[config.mk]
export PLATFORM = sky130hd
export DESIGN_NAME = stable_priority_queue_unit
export DESIGN_NICKNAME = d
export VERILOG_FILES = /design/src/spq_pkg.sv /design/src/stable_priority_queue_unit.sv /design/src/spq_ctrl.sv /design/src/spq_datapath.sv
export VERILOG_INCLUDE_DIRS = /design/src /design/src/src
export SDC_FILE = /design/constraint.sdc
export NUM_CORES = 2
export LEC_CHECK = 0
export BUFFER_PORTS_ARGS = -buffer_cell sky130_fd_sc_hd__buf_2
export CAP_MARGIN = 10
export CORE_ASPECT_RATIO = 1.25
export CORE_MARGIN = 4
export CORE_UTILIZATION = 30
export CTS_CLUSTER_SIZE = 28
export DETAILED_ROUTE_END_ITERATION = 6
export PLACE_DENSITY_LB_ADDON = 0.1
export SYNTH_ARGS = -nofsm -noshare
export SYNTH_HDL_FRONTEND = slang
export SYNTH_SLANG_ARGS = --single-unit
[constraint.sdc]
create_clock -name clk -period 6.2 [get_ports clk]
set_input_delay 0.62 -clock clk [delete_from_list [all_inputs] [get_ports clk]]
set_output_delay 0.62 -clock clk [all_outputs]
set_load 0.02 [all_outputs]
[src/assert_macros.svh]
// Concurrent assertion macros for the priority queue RTL
`ifndef ASSERT_MACROS_SVH
`define ASSERT_MACROS_SVH
`ifndef SYNTHESIS
`define SPQ_ASSERT_SAME(label, ante, cons) \
  label: assert property (@(posedge clk) disable iff (rst) (ante) |-> (cons)) \
    else $error("assertion failed");
`define SPQ_ASSERT_NEXT(label, ante, cons) \
  label: assert property (@(posedge clk) disable iff (rst) (ante) |=> (cons)) \
    else $error("assertion failed");
`else
`define SPQ_ASSERT_SAME(label, ante, cons)
`define SPQ_ASSERT_NEXT(label, ante, cons)
`endif
`endif

[src/spq_pkg.sv]
// Shared types and constants for the stable priority queue
package spq_pkg;

  localparam int DEPTH_DEF         = 16;
  localparam int PRIORITY_BITS_DEF = 16;
  localparam int DATA_BITS_DEF     = 32;
  localparam int OCC_BITS          = 5;

  localparam logic ACT_INSERT = 1'b0;
  localparam logic ACT_POP    = 1'b1;

  typedef struct packed {
    logic        action;
    logic [31:0] entry_data;
    logic [15:0] entry_priority;
  } spq_req_t;

  typedef struct packed {
    logic [31:0]         front_data;
    logic                front_valid;
    logic                overflow;
    logic [OCC_BITS-1:0] occupancy;
  } spq_rsp_t;

  typedef enum logic {
    ST_IDLE,
    ST_RESULT
  } spq_state_t;

  typedef struct packed {
    logic load;
    logic insert;
    logic pop;
    logic overflow;
  } spq_cmd_t;

  typedef struct packed {
    logic empty;
    logic full;
  } spq_status_t;

endpackage

[src/stable_priority_queue_unit.sv]
// Stable sorted-list priority queue: top level with controller and datapath
// The result of a transaction is registered and offered in the cycle after it is accepted.
// Throughput: one transaction per cycle while results are taken; all slots compare and shift in parallel.
// A new transaction is taken in the cycle the held result is taken.
// Reset (rst, synchronous) empties the queue and drops any held result.
`include "assert_macros.svh"
module stable_priority_queue_unit import spq_pkg::*; #(
  parameter int DEPTH         = DEPTH_DEF,
  parameter int PRIORITY_BITS = PRIORITY_BITS_DEF,
  parameter int DATA_BITS     = DATA_BITS_DEF
) (
  input  logic     clk,
  input  logic     rst,
  input  logic     req_valid,
  output logic     req_ready,
  input  spq_req_t req,
  output logic     rsp_valid,
  input  logic     rsp_ready,
  output spq_rsp_t rsp
);

  spq_cmd_t    cmd;
  spq_status_t status;

  spq_ctrl u_ctrl (
    .clk        (clk),
    .rst        (rst),
    .req_valid  (req_valid),
    .req_ready  (req_ready),
    .req_action (req.action),
    .rsp_valid  (rsp_valid),
    .rsp_ready  (rsp_ready),
    .status     (status),
    .cmd        (cmd)
  );

  spq_datapath #(
    .DEPTH         (DEPTH),
    .PRIORITY_BITS (PRIORITY_BITS),
    .DATA_BITS     (DATA_BITS)
  ) u_datapath (
    .clk    (clk),
    .rst    (rst),
    .cmd    (cmd),
    .req    (req),
    .status (status),
    .rsp    (rsp)
  );

  `SPQ_ASSERT_NEXT(a_result_follows, req_valid && req_ready, rsp_valid)
  `SPQ_ASSERT_NEXT(a_pop_returns, cmd.pop, rsp.front_valid && !rsp.overflow)
  `SPQ_ASSERT_NEXT(a_full_drops, cmd.overflow, rsp.overflow && !rsp.front_valid)
  `SPQ_ASSERT_SAME(a_single_cmd, cmd.load, !(cmd.insert && cmd.pop))

endmodule

[src/spq_ctrl.sv]
// Handshake controller: accepts transactions and issues datapath commands
module spq_ctrl import spq_pkg::*; (
  input  logic        clk,
  input  logic        rst,
  input  logic        req_valid,
  output logic        req_ready,
  input  logic        req_action,
  output logic        rsp_valid,
  input  logic        rsp_ready,
  input  spq_status_t status,
  output spq_cmd_t    cmd
);

  spq_state_t state;
  spq_state_t state_next;
  logic       accept;

  always_ff @(posedge clk) begin
    if (rst) begin
      state <= ST_IDLE;
    end else begin
      state <= state_next;
    end
  end

  always_comb begin
    state_next = state;
    if (accept) begin
      state_next = ST_RESULT;
    end else if (rsp_ready) begin
      state_next = ST_IDLE;
    end
  end

  always_comb begin
    unique case (state)
      ST_IDLE: begin
        req_ready = 1'b1;
        rsp_valid = 1'b0;
      end
      ST_RESULT: begin
        req_ready = rsp_ready;
        rsp_valid = 1'b1;
      end
      default: begin
        req_ready = 1'b0;
        rsp_valid = 1'b0;
      end
    endcase
    accept       = req_valid && req_ready;
    cmd.load     = accept;
    cmd.insert   = accept && (req_action == ACT_INSERT) && !status.full;
    cmd.pop      = accept && (req_action == ACT_POP) && !status.empty;
    cmd.overflow = accept && (req_action == ACT_INSERT) && status.full;
  end

endmodule

[src/spq_datapath.sv]
// Sorted shift-register slots, entry count and result register
module spq_datapath import spq_pkg::*; #(
  parameter int DEPTH         = DEPTH_DEF,
  parameter int PRIORITY_BITS = PRIORITY_BITS_DEF,
  parameter int DATA_BITS     = DATA_BITS_DEF
) (
  input  logic        clk,
  input  logic        rst,
  input  spq_cmd_t    cmd,
  input  spq_req_t    req,
  output spq_status_t status,
  output spq_rsp_t    rsp
);

  localparam int CW = $clog2(DEPTH + 1);

  logic [DATA_BITS-1:0]     slot_data     [DEPTH];
  logic [PRIORITY_BITS-1:0] slot_priority [DEPTH];
  logic [CW-1:0]            count;
  logic [CW-1:0]            count_next;
  logic [DEPTH-1:0]         ge;
  logic [DATA_BITS-1:0]     new_data;
  logic [PRIORITY_BITS-1:0] new_priority;

  assign new_data     = DATA_BITS'(req.entry_data);
  assign new_priority = PRIORITY_BITS'(req.entry_priority);

  always_comb begin
    for (int i = 0; i < DEPTH; i++) begin
      ge[i] = (CW'(i) < count) && (new_priority <= slot_priority[i]);
    end
  end

  always_comb begin
    status.empty = (count == '0);
    status.full  = (count == CW'(DEPTH));
    priority if (cmd.insert) begin
      count_next = count + CW'(1);
    end else if (cmd.pop) begin
      count_next = count - CW'(1);
    end else begin
      count_next = count;
    end
  end

  always_ff @(posedge clk) begin
    if (rst) begin
      count <= '0;
    end else begin
      count <= count_next;
    end
  end

  for (genvar i = 0; i < DEPTH; i++) begin : g_slot
    logic from_new;
    if (i == 0) begin : g_head
      assign from_new = 1'b1;
    end else begin : g_body
      assign from_new = ge[i-1];
    end

    always_ff @(posedge clk) begin
      if (cmd.insert && !ge[i]) begin
        if (from_new) begin
          slot_data[i]     <= new_data;
          slot_priority[i] <= new_priority;
        end else begin
          slot_data[i]     <= slot_data[(i == 0) ? 0 : i - 1];
          slot_priority[i] <= slot_priority[(i == 0) ? 0 : i - 1];
        end
      end else if (cmd.pop && (i < DEPTH - 1)) begin
        slot_data[i]     <= slot_data[(i < DEPTH - 1) ? i + 1 : i];
        slot_priority[i] <= slot_priority[(i < DEPTH - 1) ? i + 1 : i];
      end
    end
  end

  always_ff @(posedge clk) begin
    if (cmd.load) begin
      rsp.front_data  <= cmd.pop ? 32'(slot_data[0]) : 32'd0;
      rsp.front_valid <= cmd.pop;
      rsp.overflow    <= cmd.overflow;
      rsp.occupancy   <= OCC_BITS'(count_next);
    end
  end

endmodule
==> impl_results.md <==
* Status: completed
* Met1 Use GR at about 27%
* Clock Tree Root: clkbuf_16
* DRC errors left at 0
* Final net count at around 4,000
* RSZ-0062 raised after global routing: no
* Share of cells above drive strength 1 at 10.8%
* Netlist Area Pre-Place at 43,700 um^2
* Vias in the first global route at 33,000
* Detailed-route via count at 32,500
* Kind of critical path: register to register
* Final TNS setup at 0 ps
* FMAX at 231 MHz
* Crit Path Max Fanout at 62
* Post-Synthesis Cells at 3,727
* Hold slack at 156 ps
* Hold buffer count at cts at 0
* Wirelength per Cell at 29.2 um
* Crit path max-delay family: compound AO/OA/AOI/OAI gates
* 1st-iter DRT viols at ~3,000
* Final HPWL DP at around 100,000 um
* Switch Pwr at between 0.005 and 0.006 W
* Critical Path Start Type: register
* Most common cell after layout, fill and taps aside: edfxtp_1
* Register area share after synthesis at 55.7%
* Sequential power share at 45.0%
* Syn nets at 4,039
* Maximum capacitance violations at 0
* Overall routing resource usage at 21.3%
* Post-detailed-route count of antenna-violating nets at 0
* Fin. Hold Viols at 0
* Crit end category: register
* Total die area at 152,000 um^2
* Cell leakage power at between 15 and 20 nW
* Critical path arrival at around 4700 ps
* Final wirelength at 166,000 um
* Slew margin rel. at 20.2%
* Area Overhead vs Synth at 13.2%
* P_int at 0.0115 W
* Most Crowded Layer GR: met2
* Crit path required time at roughly 6600 ps
* Commonest cells after routing, fill and taps aside: edfxtp_1 (807), a221o_1 (359), ha_1 (259)
* Comb pwr share at between 10% and 20%
* Largest net degree at the start of global routing at 204
* Endpoints failing setup at 0
* Yosys warning count at 0
* CP max stage cell: dfxtp_1
* Synth Register Bits at a little over 800
* Synth Area per Inst at 11.7 um^2
* Global route overflow at 0
* DRT Pass-1 Iters at 6
* Placement Setup Slack at 1230 ps
* Met2 Use GR at 38.1%
* Worst Hold Class: primary input to register
* Final GP Congestion at 0.809
* CTS max path bufs at 3
* EDFF count, synth at 807
* Fin crit share at 69.7%
* Slew Viols, Final at 0
* Worst Path Buf+Inv at 2
* Initial core utilization at 30.2%
* Post-CTS setup buffer count at 0
* Post-CTS sizing at 0
* Clk_lat worst skew at between 700 and 800 ps
* Fraction of power consumed by the clock network at 35.2%
* Switching Fraction at 31.2%
* Die width at 350 um
* Final setup margin at 1880 ps
* Least-Margin Pin Slew at 1190 ps
* CTS tree: yes
* Yosys cell types at 70
* H-tree depth at 3
* Min cycle time layout at around 4300 ps
* First-pass GRT wire length at 239,000 um
* Met3 Use GR at 2.29%
* Initial antenna violation count at 13
* Peak supply drop at 0.204 mV
* I/O pin count at 94
* Cells along the critical path: inv_1, ha_1, nand4bb_1, nor3b_2, o21ai_1, a211oi_4, buf_4, o21ai_0
* Fin Clk Skew at 30.3 ps
* CTS clk-pin slew, worst paths at 60 ps
* Row count at around 160
* Core Region at 145,000 um^2
* PwrDens at 337 nW/um^2
* Worst path max stage delay at 770 ps
* Post-layout util at 34.2%
* Post-synth ARST share at 0%
* Die Ht at 435 um
* TritonCTS Buffers at 96
* Port Buffers at 93
* Via density per instance at between 5 and 6
* Top_reg_cell synth: edfxtp_1
* CTS Sinks at around 810
## path summary, 6_finish.rpt
| path | to | slack (ps) | start | cells after the start |
|---|---|---|---|---|
| worst max register to register | u_datapath.slot_data[2][104]$_DFFE_PP_ | 1880 | u_datapath.count[0]$_SDFF_PP0_ | 8 |
| worst min register to register | u_datapath.slot_data[3][79]$_DFFE_PP_ | 520 | u_datapath.slot_data[3][111]$_DFFE_PP_ | 2 |
| worst min-delay path | u_ctrl.state$_SDFFE_PP0P_ | 160 | req_valid | 3 |
| worst max-delay path | u_datapath.slot_data[2][104]$_DFFE_PP_ | 1880 | u_datapath.count[0]$_SDFF_PP0_ | 8 |
## sequential cells by signal, indices dropped and copies added (netlist names)
signal / count
u_ctrl.state: 1
u_datapath.count: 5
u_datapath.rsp: 39
u_datapath.slot_data: 512
u_datapath.slot_priority: 256
## final cells by class
type / instances / area, um^2
clock buffers: 114 / 2500
repair buffers: 176 / 1280
diodes: 3 / 7.51
fillers: 14500 / 95300
multi-input cells: 2350 / 17400
inverters: 251 / 950
clock inverters: 60 / 641
flip-flops and latches: 813 / 24400
well taps: 1896 / 2370
## metal layers
layer / part of all wire, % / routed length [um]
met3: 4.2 / 7010
met4: 3.1 / 5090
met1: 41 / 68400
met2: 51 / 85100
met5: 0 / 0
## power by group through the flow
stage | clock network [W] | logic (W) | registers, W
after global placement | 0 | 0.00330 | 0.00762
final | 0.00587 | 0.00331 | 0.00751
after detailed placement | 0 | 0.00334 | 0.00761
after global routing | 0.00623 | 0.00362 | 0.00757
after CTS | 0.00601 | 0.00335 | 0.00751
after floorplan | 0 | 0.00204 | 0.00746
## cell families (layout without fill, tap and decap cells)
logic type / after synthesis / in the layout / share of synthesized area [%]
adders and majority gates: 259 / 259 / 7.41
muxes: 80 / 80 / 1.96
DFF: 813 / 813 / 55.7
xor gates and xnor gates: 3 / 3 / 0.0601
AOI/OAI and AO/OA: 1280 / 1280 / 21.5
and+or+nand+nor: 728 / 728 / 8.15
other: 0 / 3 / 0
buffers and inverters: 564 / 601 / 5.21
## through the flow
step / cells / total power (W) / cell area, um^2
4_1_cts: 5660 / 0.0169 / 49500
6_report: 5663 / 0.0167 / 49500
3_3_place_gp: 5486 / 0.0109 / 46400
2_1_floorplan: 3727 / 0.00951 / 43700
5_1_grt: 5663 / 0.0174 / 49500
3_5_place_dp: 5486 / 0.0110 / 46400
## worst min-delay path, cell delays in order
cell and delay, ps:
buf_2 110, inv_1 50, a21oi_1 50
## synth_stat cells, types with 9 or more instances
cell type / n / area (um^2)
nand4_1: 37 / 231
nand2_1: 239 / 897
a221o_1: 359 / 3590
nor3_1: 20 / 100
mux2i_1: 33 / 330
mux2_1: 19 / 214
o21ai_1: 68 / 340
nor4_1: 9 / 56.3
buf_1: 13 / 48.8
nor2b_1: 24 / 150
edfxtp_1: 807 / 24200
buf_2: 82 / 410
o21ai_0: 218 / 1090
o221ai_1: 90 / 788
nand3_1: 76 / 380
o21a_1: 17 / 128
a22oi_1: 192 / 1440
a21o_1: 25 / 188
mux2_2: 28 / 315
nor2_1: 144 / 541
ha_1: 259 / 3240
and2_1: 135 / 845
clkbuf_1: 208 / 781
o211ai_1: 11 / 82.6
inv_1: 250 / 938
a211oi_1: 11 / 82.6
a21oi_1: 235 / 1180
Note: power is estimated with default switching activity, not from simulation.
